File: config.mk
export PLATFORM = sky130hd
export DESIGN_NAME = linebreak_normalizer_line_column_top
export DESIGN_NICKNAME = d
export VERILOG_FILES = /design/src/lbn_pkg.sv /design/src/lbn_tracker.sv /design/src/linebreak_normalizer_line_column_top.sv
export SDC_FILE = /design/constraint.sdc
export NUM_CORES = 1
export LEC_CHECK = 0
export ABC_AREA = 1
export BUFFER_PORTS_ARGS = -buffer_cell sky130_fd_sc_hd__clkbuf_2
export CORE_MARGIN = 8
export CORE_UTILIZATION = 65
export CTS_CLUSTER_DIAMETER = 100
export DETAILED_ROUTE_END_ITERATION = 7
export MAX_ROUTING_LAYER = met4
export PLACE_DENSITY = 0.84
export SKIP_LAST_GASP = 1
export SYNTH_ARGS = -nofsm -noshare
export SYNTH_HDL_FRONTEND = slang
export SYNTH_SLANG_ARGS = --single-unit
File: constraint.sdc
create_clock -name clk -period 8.7 [get_ports clk]
set_input_delay 0 -clock clk [delete_from_list [all_inputs] [get_ports clk]]
set_output_delay 0 -clock clk [all_outputs]
set_load 0.02 [all_outputs]
File: src/lbn_pkg.sv
`timescale 1ns / 1ps

package lbn_pkg;

	// Default counter width for line, column and offset tracking.
	localparam int LBN_COUNT_WIDTH = 32;

	// Width of the start registers and of the configuration data bus.
	localparam int LBN_REG_WIDTH = 32;

	// Configuration register indexes.
	localparam logic LBN_CFG_START_LINE   = 1'b0;
	localparam logic LBN_CFG_START_COLUMN = 1'b1;

	// Characters of interest.
	localparam logic [7:0] LBN_CH_LF = 8'h0A;
	localparam logic [7:0] LBN_CH_CR = 8'h0D;

	// UTF-8 continuation bytes look like 10xxxxxx.
	localparam logic [1:0] LBN_UTF8_CONT_TAG = 2'b10;

	// Pending-break tracker state.
	typedef enum logic [1:0] {
		BRK_NONE = 2'd0,
		BRK_LF   = 2'd1,
		BRK_CR   = 2'd2
	} brk_t;

endpackage

File: src/lbn_tracker.sv
`timescale 1ns / 1ps

module lbn_tracker import lbn_pkg::*; #(
	parameter int COUNT_WIDTH = LBN_COUNT_WIDTH
) (
	input  logic                     clk,
	input  logic                     arst_n,
	input  logic                     restart,
	input  logic [LBN_REG_WIDTH-1:0] start_line,
	input  logic [LBN_REG_WIDTH-1:0] start_column,
	input  logic                     step,
	input  logic [7:0]               byte_in,
	output logic                     emit,
	output logic [7:0]               char_nxt,
	output logic [COUNT_WIDTH-1:0]   line_nxt,
	output logic [COUNT_WIDTH-1:0]   column_nxt,
	output logic [COUNT_WIDTH-1:0]   offset_nxt
);

	localparam logic [COUNT_WIDTH-1:0] CNT_MAX = {COUNT_WIDTH{1'b1}};
	localparam logic [COUNT_WIDTH-1:0] CNT_ONE = COUNT_WIDTH'(1);

	function automatic logic [COUNT_WIDTH-1:0] clamp_cnt(input logic [LBN_REG_WIDTH-1:0] v);
		logic [63:0] ext;
		ext = 64'(v);
		if (ext > 64'(CNT_MAX)) begin
			return CNT_MAX;
		end
		return COUNT_WIDTH'(ext);
	endfunction

	function automatic logic [COUNT_WIDTH-1:0] sat_inc(input logic [COUNT_WIDTH-1:0] v);
		return (v == CNT_MAX) ? v : v + CNT_ONE;
	endfunction

	brk_t                   brk_q;
	brk_t                   brk_nxt;
	logic [COUNT_WIDTH-1:0] line_q;
	logic [COUNT_WIDTH-1:0] column_q;
	logic [COUNT_WIDTH-1:0] bytes_q;
	logic [COUNT_WIDTH-1:0] offset_q;
	logic [COUNT_WIDTH-1:0] bytes_nxt;
	logic                   is_nl;
	logic                   pair_end;
	logic                   is_break;
	logic                   is_cont;

	always_comb begin
		is_nl    = (byte_in == LBN_CH_LF) || (byte_in == LBN_CH_CR);
		// Second byte of a CRLF or LFCR pair: swallow it.
		pair_end = ((brk_q == BRK_LF) && (byte_in == LBN_CH_CR)) ||
		           ((brk_q == BRK_CR) && (byte_in == LBN_CH_LF));
		is_break = is_nl && !pair_end;
		emit     = !pair_end;
		is_cont  = (byte_in[7:6] == LBN_UTF8_CONT_TAG);

		if (is_break) begin
			brk_nxt = (byte_in == LBN_CH_LF) ? BRK_LF : BRK_CR;
		end else begin
			brk_nxt = BRK_NONE;
		end

		bytes_nxt = sat_inc(bytes_q);
		char_nxt  = is_break ? LBN_CH_LF : byte_in;

		line_nxt   = line_q;
		column_nxt = column_q;
		offset_nxt = offset_q;
		if (is_break) begin
			line_nxt   = sat_inc(line_q);
			column_nxt = CNT_ONE;
			offset_nxt = bytes_nxt;
		end else if (emit && !is_cont) begin
			column_nxt = sat_inc(column_q);
		end
	end

	always_ff @(posedge clk or negedge arst_n) begin
		if (!arst_n) begin
			brk_q    <= BRK_NONE;
			line_q   <= CNT_ONE;
			column_q <= CNT_ONE;
			bytes_q  <= '0;
			offset_q <= '0;
		end else if (restart) begin
			brk_q    <= BRK_NONE;
			line_q   <= clamp_cnt(start_line);
			column_q <= clamp_cnt(start_column);
			bytes_q  <= '0;
			offset_q <= '0;
		end else if (step) begin
			brk_q    <= brk_nxt;
			line_q   <= line_nxt;
			column_q <= column_nxt;
			bytes_q  <= bytes_nxt;
			offset_q <= offset_nxt;
		end
	end

endmodule

File: src/linebreak_normalizer_line_column_top.sv
`timescale 1ns / 1ps

// Line-break normalizer with line/column tracking. Takes one raw text byte
// per transfer on the input channel and turns LF, CR, CRLF and LFCR into a
// single LF; the second byte of a pair produces no output transfer, while
// repeated LFs or repeated CRs each count as a new break. Every output
// carries the normalized byte, the line and column after it, and the raw
// byte offset just past the most recent break. UTF-8 continuation bytes
// do not advance the column; all counters saturate. The block sustains one
// byte per cycle: the tracker's next state is combinational on the
// input register, and a result register decouples the output side, so a
// byte enters on every cycle that the output is not stalled. The output
// is registered behind the input register. Writing start_line (index 0)
// or start_column (index 1) stores the value and restarts the tracker,
// loading the counters from the start registers; write only while idle.
module linebreak_normalizer_line_column_top import lbn_pkg::*; #(
	parameter int COUNT_WIDTH = LBN_COUNT_WIDTH
) (
	input  logic                     clk,
	input  logic                     arst_n,
	// configuration
	input  logic                     cfg_we,
	input  logic                     cfg_index,
	input  logic [LBN_REG_WIDTH-1:0] cfg_data,
	// input channel
	input  logic                     in_valid,
	output logic                     in_ready,
	input  logic [7:0]               byte_in,
	// output channel
	output logic                     out_valid,
	input  logic                     out_ready,
	output logic [7:0]               char_out,
	output logic [31:0]              line_number,
	output logic [31:0]              column_number,
	output logic [31:0]              break_offset
);

	// Start registers.
	logic [LBN_REG_WIDTH-1:0] start_line_q;
	logic [LBN_REG_WIDTH-1:0] start_column_q;
	logic [LBN_REG_WIDTH-1:0] start_line_new;
	logic [LBN_REG_WIDTH-1:0] start_column_new;

	// Input register stage.
	logic       valid_s1;
	logic [7:0] byte_s1;

	// Result register.
	logic        out_valid_q;
	logic [7:0]  char_q;
	logic [31:0] line_q;
	logic [31:0] column_q;
	logic [31:0] offset_q;

	// Tracker results for the byte in stage 1.
	logic                   emit;
	logic [7:0]             char_nxt;
	logic [COUNT_WIDTH-1:0] line_nxt;
	logic [COUNT_WIDTH-1:0] column_nxt;
	logic [COUNT_WIDTH-1:0] offset_nxt;

	logic out_free;
	logic advance_s1;
	logic in_xfer;

	// The restart must see the value being written this cycle, so forward it.
	always_comb begin
		start_line_new   = start_line_q;
		start_column_new = start_column_q;
		unique case (cfg_index)
			LBN_CFG_START_LINE:   start_line_new   = cfg_data;
			LBN_CFG_START_COLUMN: start_column_new = cfg_data;
			default: ;
		endcase
	end

	always_ff @(posedge clk or negedge arst_n) begin
		if (!arst_n) begin
			start_line_q   <= LBN_REG_WIDTH'(1);
			start_column_q <= LBN_REG_WIDTH'(1);
		end else if (cfg_we) begin
			start_line_q   <= start_line_new;
			start_column_q <= start_column_new;
		end
	end

	// Handshake: stage 1 moves on when its byte is swallowed or the result
	// register has room; a new byte enters whenever stage 1 is empty or moving.
	assign out_free   = !out_valid_q || out_ready;
	assign advance_s1 = valid_s1 && (!emit || out_free);
	assign in_ready   = !valid_s1 || advance_s1;
	assign in_xfer    = in_valid && in_ready;

	always_ff @(posedge clk or negedge arst_n) begin
		if (!arst_n) begin
			valid_s1 <= 1'b0;
		end else if (in_ready) begin
			valid_s1 <= in_valid;
		end
	end

	// Hold the payload until the next transfer.
	always_ff @(posedge clk) begin
		if (in_xfer) begin
			byte_s1 <= byte_in;
		end
	end

	lbn_tracker #(
		.COUNT_WIDTH(COUNT_WIDTH)
	) u_tracker (
		.clk          (clk),
		.arst_n       (arst_n),
		.restart      (cfg_we),
		.start_line   (start_line_new),
		.start_column (start_column_new),
		.step         (advance_s1),
		.byte_in      (byte_s1),
		.emit         (emit),
		.char_nxt     (char_nxt),
		.line_nxt     (line_nxt),
		.column_nxt   (column_nxt),
		.offset_nxt   (offset_nxt)
	);

	// Result register: load on an emitting advance, drop valid once taken.
	always_ff @(posedge clk or negedge arst_n) begin
		if (!arst_n) begin
			out_valid_q <= 1'b0;
		end else if (out_free) begin
			out_valid_q <= advance_s1 && emit;
		end
	end

	always_ff @(posedge clk) begin
		if (advance_s1 && emit) begin
			char_q   <= char_nxt;
			line_q   <= 32'(line_nxt);
			column_q <= 32'(column_nxt);
			offset_q <= 32'(offset_nxt);
		end
	end

	assign out_valid     = out_valid_q;
	assign char_out      = char_q;
	assign line_number   = line_q;
	assign column_number = column_q;
	assign break_offset  = offset_q;

endmodule
======== Word level (Yosys, flattened, before mapping) ========
Cells that the tools add are included.
storage, ports and cells
  register bits ........................... 308
  output and inout bits ................... 106
  word-level logic and storage cells ...... 63
cells by class
  equal/unequal tests ..................... 8
  reduce and logical (&&, ||, !) cells .... 17
  $add $sub $neg .......................... 3
  mux-type cells .......................... 21
operator list
  cell                   count
  $mux 32                17
  $add 32x1->32 const B  3
  $eq 32x32->1 const B   3
  $eq 8x4->1 const B     2
  $mux 2                 4
  $logic_and 1x1->1      7
  $logic_or 1x1->1       5
  $eq 2x2->1 const B     2
  $logic_not 1->1        4
  $eq 2x1->1 const B     1
  $reduce_bool 2->1      1

======== Depth between registers and ports, before layout ========
Gate-level depths: netlist of run 1.
  word-level depth ........................ 9
  mapped depth ............................ 15
  depth with buffers taken out ............ 14

======== By module ========
From an unflattened synthesis of run 1, not the netlist that was laid out.
unflattened totals
  cells, all modules ...................... 2441
  area, all modules ....................... 17753.3 sq um
modules (own cells, without submodules)
  module                                times used  cells each  area an instance (sq um)  seq. area each (sq um)
  lbn_tracker                           1           1740        10426.2                   3255.6
  linebreak_normalizer_line_column_top  1           701         7327.0                    5017.3

======== Least setup slack after synthesis of run 1 ========
OpenSTA, ideal clock, no wires.
  path type ............................... reg2reg
  start point ............................. reg byte_s1[7]
  end point ............................... reg offset_q[0], in the netlist break_offset[0] (enable)
  clock period less this slack ............ 3653 ps
  slack ................................... 5047 ps
  library setup time ...................... 458 ps
  stages on the path, launching flop included .. 12
  data arrival time ....................... 3195 ps
  required time ........................... 8242 ps
  cell sequence ........................... edfxtp_1 > nor2_1 > nand2_1 > nor2_2 > nand2_1 > nand2_2 > inv_2 > nand2_1 > nand2_2 > inv_1 > nand2_1 > inv_1
between the ends
  cells in the longest elaborated chain, start to end .. 6
  elaborated cells on any way between the ends .. 9
ends and longest elaborated chain
  element                                      RTL line                                     source
  from (decl)                                  linebreak_normalizer_line_column_top.sv:46   logic [7:0] byte_s1;
  from (signal assigned)                       linebreak_normalizer_line_column_top.sv:105  byte_s1 <= byte_in;
  $eq 8x4->1, on equally long branches         lbn_tracker.sv:51, lbn_tracker.sv:52
  $logic_and 1x1->1, on equally long branches  lbn_tracker.sv:51, lbn_tracker.sv:52
  $logic_or 1x1->1 (*)                         lbn_tracker.sv:51                            pair_end = ((brk_q == BRK_LF) && (byte_in == LBN_CH_CR)) ||
  $logic_or 1x1->1                             linebreak_normalizer_line_column_top.sv:90   assign advance_s1 = valid_s1 && (!emit || out_free);
  $logic_and 1x1->1                            linebreak_normalizer_line_column_top.sv:90
  $logic_and 1x1->1 (*)                        linebreak_normalizer_line_column_top.sv:136  if (advance_s1 && emit) begin
  to (signal assigned)                         linebreak_normalizer_line_column_top.sv:140  offset_q <= 32'(offset_nxt);
  to (decl)                                    linebreak_normalizer_line_column_top.sv:53   logic [31:0] offset_q;
Mark *: on every way between the ends. The rest lies on a longest branch, timed or not.
A chain may end at the register's enable or synchronous reset.

======== Final worst setup path of run 1 ========
  start point ............................. reg byte_s1[6]
  end point ............................... reg line_q[22], in the netlist line_number[22] (data pin)
between the ends
  cells in the longest elaborated chain, start to end .. 6
  elaborated cells on any way between the ends .. 9
ends and longest elaborated chain
  element                                      RTL line                                                 source
  $eq 8x4->1, on equally long branches         lbn_tracker.sv:49, lbn_tracker.sv:51, lbn_tracker.sv:52
  $logic_and 1x1->1, on equally long branches  lbn_tracker.sv:51, lbn_tracker.sv:52
  $logic_or 1x1->1                             lbn_tracker.sv:51
  $logic_not 1->1                              lbn_tracker.sv:53                                        is_break = is_nl && !pair_end;
  $logic_and 1x1->1 (*)                        lbn_tracker.sv:53
  $mux 32 (*)                                  lbn_tracker.sv:69                                        if (is_break) begin
  named net line_nxt[22]                       linebreak_normalizer_line_column_top.sv:58               logic [COUNT_WIDTH-1:0] line_nxt;
  to (signal assigned)                         linebreak_normalizer_line_column_top.sv:138              line_q <= 32'(line_nxt);
  to (decl)                                    linebreak_normalizer_line_column_top.sv:51               logic [31:0] line_q;
The timed path passes the listed nets; every way through them passes the cells marked *.

==> results of run 1 <==
-- how the worst max path moves through the flow --
stage | to | start | cells past startpoint
floorplan | break_offset[0] | byte_s1[7] | 11
global placement | line_number[22] | byte_s1[7] | 8
detailed placement | u_tracker.line_q[17] | byte_s1[7] | 11
CTS | line_number[22] | byte_s1[7] | 8
global route | u_tracker.line_q[1] | byte_s1[0] | 10
finish | line_number[22] | byte_s1[6] | 8
-- sequential cells by signal, summed over array words and instances, names as in the netlist, 32 cells and up --
| name | count |
|---|---|
| start_line_q | 32 |
| u_tracker.line_q | 32 |
| column_number | 32 |
| u_tracker.bytes_q | 32 |
| u_tracker.offset_q | 32 |
| break_offset | 32 |
| line_number | 32 |
| u_tracker.column_q | 32 |
| start_column_q | 32 |
-- layout by cell type, fill, tap and decap left out, types with 14 or more instances in the layout --
| master | synthesis | layout |
|---|---|---|
| nand2_1 | 621 | 621 |
| nor2_1 | 405 | 405 |
| dfrtp_1 | 192 | 192 |
| o21ai_0 | 159 | 159 |
| clkbuf_2 | 1 | 150 |
| inv_1 | 131 | 129 |
| edfxtp_1 | 112 | 112 |
| nand3_1 | 110 | 110 |
| a21oi_1 | 63 | 63 |
| xor2_1 | 46 | 46 |
| dlygate4sd3_1 | 0 | 43 |
| nand4_1 | 40 | 40 |
| clkbuf_16 | 0 | 35 |
| nand2_2 | 28 | 28 |
| and2_1 | 21 | 21 |
| nor3_1 | 16 | 16 |
| or2_2 | 15 | 15 |
| nand3_2 | 14 | 14 |
-- cells by family after synthesis --
group	Yosys count
simple gates	1306
flops	308
compound gates	267
buf+inv	241
xor+xnor	51
fa+ha+maj	3
-- routing by layer --
| layer | wire, um | track usage [%] | vias to the layer above | share of wire (%) |
|---|---|---|---|---|
| li1 | - | - | 7285 | - |
| met1 | 20600 | 41.3 | 7381 | 42 |
| met2 | 23300 | 51.3 | 666 | 47 |
| met3 | 3210 | 4.20 | 126 | 6.5 |
| met4 | 2220 | 14.4 | 0 | 4.5 |
| met5 | 0 | - | - | 0 |
-- area by class of cell --
class                           count  area share (%)
Clock buffer                       49            5.12
Clock inverter                     13           0.721
Inverter                          137            2.71
Multi-Input combinational cell   1627            39.2
Sequential cell                   308            43.3
Tap cell                          335            2.19
Timing Repair Buffer              206            6.73
-- power groups by stage --
| stage | combinational (mW) | clock (mW) | sequential (mW) |
|---|---|---|---|
| 2_1_floorplan | 0.449 | 0 | 1.90 |
| 6_report | 0.768 | 1.44 | 1.84 |
| 3_3_place_gp | 0.726 | 0 | 1.85 |
| 4_1_cts | 0.766 | 1.45 | 1.83 |
| 3_5_place_dp | 0.744 | 0 | 1.86 |
| 5_1_grt | 0.856 | 1.51 | 1.85 |
-- through the flow --
stage,power (mW),hold WS (ps)
detailed placement,2.60,117
CTS,4.05,135
finish,4.05,112
global placement,2.58,115
global route,4.22,176
floorplan,2.34,-296
-- repair_timing --
item	in CTS	in global routing
hold buffers	43	0
setup buffers	0	0
endpoints found under the hold margin	172	0
==> flow_summary.yaml, run 1 <==
critical_path:
  critical-path-top-delay-family: "simple AND/OR/NAND/NOR gates"
  reg2reg_depth: 8
  cp_slowest_cell: "buf_4"
  rr_startpoint: "byte_s1[6]"
  worst-setup-path-type: "flop to flop"
  cp_common_cell: "nor2_1"
  worstReg2RegEnd: "line_number[22]"
  crit_chain: "nor2_1 -> nand2_1 -> nor2_2 -> nor2_1 -> nor2_4 -> buf_4 -> nand4_1 -> and2_1"
  cp.arrival_ps: 3750
  max_stage_delay_ps: 970
  reg2reg_slack_ps: 5230
  worst_setup_path_end_kind: "flop"
  cp-start-kind: "flop"
  required_ps: 8980
  worstPathMaxFanout: 101
  path_buf_inv: 1
die:
  initial_core_util_pct: 65.4
  die_w_um: 177
  design.core.area_mm2: 0.0258
  fp.dieH_um: 177
  num_rows: 59
  ios: 152
  dieArea_mm2: 0.0313
grt:
  grt_pass1_vias: 15200
  grt_start_max_net_pins: 102
  track_usage_pct: 32.3
  grt.overflow.total: 0
  grt_first_pass_wirelength_um: 78500
  antenna_found_initial: 0
final_layout:
  n_antenna_cell: 0
  final_net_count: 2363
  final_cells: 2675
  ff_latch_area_mm2: 0.00827
  multi_input_area_mm2: 0.00749
  final_layout_size_suffix_gt1_share_pct: 13.2
  fin_area_mm2: 0.0191
  fin_util_pct: 74.1
  syn_to_final_growth_pct: 13.4
  fillers: 1939
placed_design:
  pre_cts_ws_ps: 5320
  dp_cells: 2570
  place_congestion: 0.960
  place_hpwl_um: 33300
  portBuffers: 151
  placed_area_mm2: 0.0176
synthesis:
  yosys.area.top_type: "dfrtp_1"
  synth_area_leaders: "dfrtp_1 29%, edfxtp_1 20%, nand2_1 14%, nor2_1 9.0%, o21ai_0 4.7%"
  ys_types: 45
  synth_area_mm2: 0.0168
  synth_flop_cell: "dfrtp_1"
  ys_seq_elements: 308
  synth.yosys.seq_area_share_pct: 49.1
  synthArstFlopShare_pct: 63.6
  synthSimpleGateAreaFrac_pct: 33.1
  synth_top_family_by_area: "simple AND/OR/NAND/NOR gates"
  synth_most_common_cell: "nand2_1"
  synth_warnings: 0
  synth_compound_area_share_pct: 8.38
  synthAdderAreaFrac_pct: 0.223
  synthCells: 2176
  synthMuxAreaShare_pct: 0
  synth_edf_count: 112
  synth_fp_nets: 2225
  synthXorXnorAreaFrac_pct: 2.70
  synth_commonest_cells: "621 x nand2_1, 405 x nor2_1, 192 x dfrtp_1, 159 x o21ai_0, 131 x inv_1"
  syn_avg_cell_area_um2: 7.74
  synth_top_area_share_pct: 28.5
clock_tree:
  worstSkewPairLatency_ps: 520
  cts.repair.resized: 0
  root_buffer: "clkbuf_16"
  cts_buffers: 34
  cts_tree: "built"
  clock_sinks: 308
  ctsHtreeMaxLevel: 2
  cts.clk_slew.worst_paths_ps: 60
  clockBufferDepth: 3
power_and_ir_drop:
  p_per_area_mw_per_mm2: 212
  switchingPower_mw: 1.26
  power.share.clock_pct: 35.7
  ir_drop_mv: 0.188
  p_leak_nw: 8.83
  intPower_mw: 2.79
  seqPwrFrac_pct: 45.4
  combPwrFrac_pct: 18.9
  swShare_pct: 31.2
detailed_routing:
  wirelength_um: 49300
  wl_per_cell_um: 18.4
  num_vias: 15500
  drc: 0
  vias_per_cell: 5.78
  ant_nets: 0
  drtIter0Drc: 1551
  drtPass1Iterations: 6
sta:
  fin_tns_setup_ps: 0
  drv_slew: 0
  setup_violations: 0
  tightest_slew_ps: 1110
  grt_setup_unrepaired: "false"
  fin_ws_ps: 5230
  fin_skew_ps: 14.6
  finalCriticalPeriod_ps: 3470
  hold_viol: 0
  fmax_mhz: 288
  min_period_over_period_pct: 39.9
  slew_headroom_pct: 26.2
run_status:
  status: "completed"
job:
  maxCapViolations: 0
hold_path:
  hp-class: "input pin to async pin"
Power figures use the tool's default switching activity.
==> inputs of run 2 (changes only) <==
CORE_UTILIZATION = 60   (was 65)
PLACE_DENSITY = 0.78   (was 0.84)
clock period = 3.2 ns   (was 8.7 ns; I/O delays follow)
==> flow_summary.yaml, run 2 (synthesis results as in run 1) <==
critical_path:
  cp_common_cell: "nand2_1"
  cp_slowest_cell: "inv_2"
  worst-setup-path-type: "flop to flop"
  crit_chain: "nand2_1 -> inv_1 -> nand2_1 -> nor2_2 -> nand2_1 -> nand2_2 -> inv_2 -> nand2_1 -> nand2_2 -> nand2_2 -> inv_2 -> buf_4 -> nor2_1 -> a21oi_1"
  cp.arrival_ps: 3230
  cp-start-kind: "flop"
  worst_setup_path_end_kind: "flop"
  path_buf_inv: 4
  worstPathMaxFanout: 47
  max_stage_delay_ps: 630
  required_ps: 3640
  critical-path-top-delay-family: "buffers and inverters"
die:
  dieArea_mm2: 0.0337
  initial_core_util_pct: 60.8
  num_rows: 61
  fp.dieH_um: 184
  ios: 152
  die_w_um: 184
  design.core.area_mm2: 0.0277
detailed_routing:
  num_vias: 15200
  drtPass1Iterations: 5
  ant_nets: 0
  wirelength_um: 49400
  vias_per_cell: 5.58
  drc: 0
  drtIter0Drc: 1521
  wl_per_cell_um: 18.1
sta:
  min_period_over_period_pct: 87.3
  fin_skew_ps: 16.7
  fin_ws_ps: 407
  hold_viol: 0
  grt_setup_unrepaired: "false"
  fmax_mhz: 358
  finalCriticalPeriod_ps: 2790
  drv_slew: 0
  tightest_slew_ps: 1100
  fin_tns_setup_ps: 0
  slew_headroom_pct: 26.7
  setup_violations: 0
placed_design:
  pre_cts_ws_ps: 388
  place_hpwl_um: 34000
  portBuffers: 151
  place_congestion: 0.935
clock_tree:
  cts_tree: "built"
  clockBufferDepth: 3
  ctsHtreeMaxLevel: 2
  cts.clk_slew.worst_paths_ps: 60
  clock_sinks: 308
  root_buffer: "clkbuf_16"
  cts.repair.resized: 0
  cts_buffers: 34
  worstSkewPairLatency_ps: 520
grt:
  antenna_found_initial: 0
  grt.overflow.total: 0
  grt_first_pass_wirelength_um: 79200
  track_usage_pct: 30.3
  grt_start_max_net_pins: 105
  grt_pass1_vias: 15000
final_layout:
  final_common_cell: "nand2_1"
  fillers: 2278
  final_net_count: 2375
  n_antenna_cell: 0
  final_cell_mix: "621 x nand2_1, 405 x nor2_1, 192 x dfrtp_1, 159 x o21ai_0, 150 x clkbuf_2"
  syn_to_final_growth_pct: 14.5
  final_layout_size_suffix_gt1_share_pct: 13.5
power_and_ir_drop:
  p_per_area_mw_per_mm2: 574
  p_leak_nw: 8.89
  total_power_mw: 11.1
  ir_drop_mv: 0.598
hold_path:
  hp-class: "input pin to async pin"
run_status:
  status: "completed"
job:
  maxCapViolations: 0
[run 2: worst paths after layout]
check	cells past startpoint	slack, ps	from	endpoint
max	14	410	byte_s1[3]	u_tracker.column_q[31]
min	2	90	arst_n	u_tracker.line_q[15]
max in group asynchronous	3	2090	arst_n	u_tracker.column_q[31]
max reg2reg	14	410	byte_s1[3]	u_tracker.column_q[31]
min in group clk	2	220	byte_in[6]	byte_s1[6]
min reg2reg	2	470	u_tracker.offset_q[1]	u_tracker.offset_q[1]
[run 2: final cells by class]
cell class	count	area [um2]	share of cell area, %
timing repair buffer	218	1420	7.34
inverter	137	519	2.69
tap	378	473	2.45
clock inverter	18	201	1.04
multi-input combinational	1627	7490	38.8
clock buffer	44	918	4.76
sequential	308	8270	42.9
[run 2: power by group]
group          total, mW  switching [mW]  internal [mW]
combinational       2.14            1.47          0.672
clock               3.94            1.59           2.36
sequential          4.98           0.367           4.61
[run 2: per-layer routing]
layer	part of all wire (%)	vias to the layer above	wire length [um]	track usage (%)
met4	4.5	0	2230	12.8
met1	42	7247	20600	38.4
met3	6.4	116	3150	4.60
met2	47	556	23400	48.3
met5	0	-	0	-
li1	-	7326	-	-
[run 2: timing repair]
action                                  CTS  global route
hold buffers                             44             0
setup buffers                             0             0
endpoints found under the hold margin   169             0
endpoints found under the setup margin    0             0
[run 2: per-stage QoR]
stage / hold WS (ps) / instances / utilization, % / instance area, um2
final: 88.1 / 2730 / 69.6 / 19300
after global routing: 158 / 2730 / 69.6 / 19300
after CTS: 108 / 2730 / 69.6 / 19300
after detailed placement: 89.3 / 2624 / 64.0 / 17700
after global placement: 97.1 / 2624 / 64.0 / 17700
after floorplan: -296 / 2176 / - / 16800
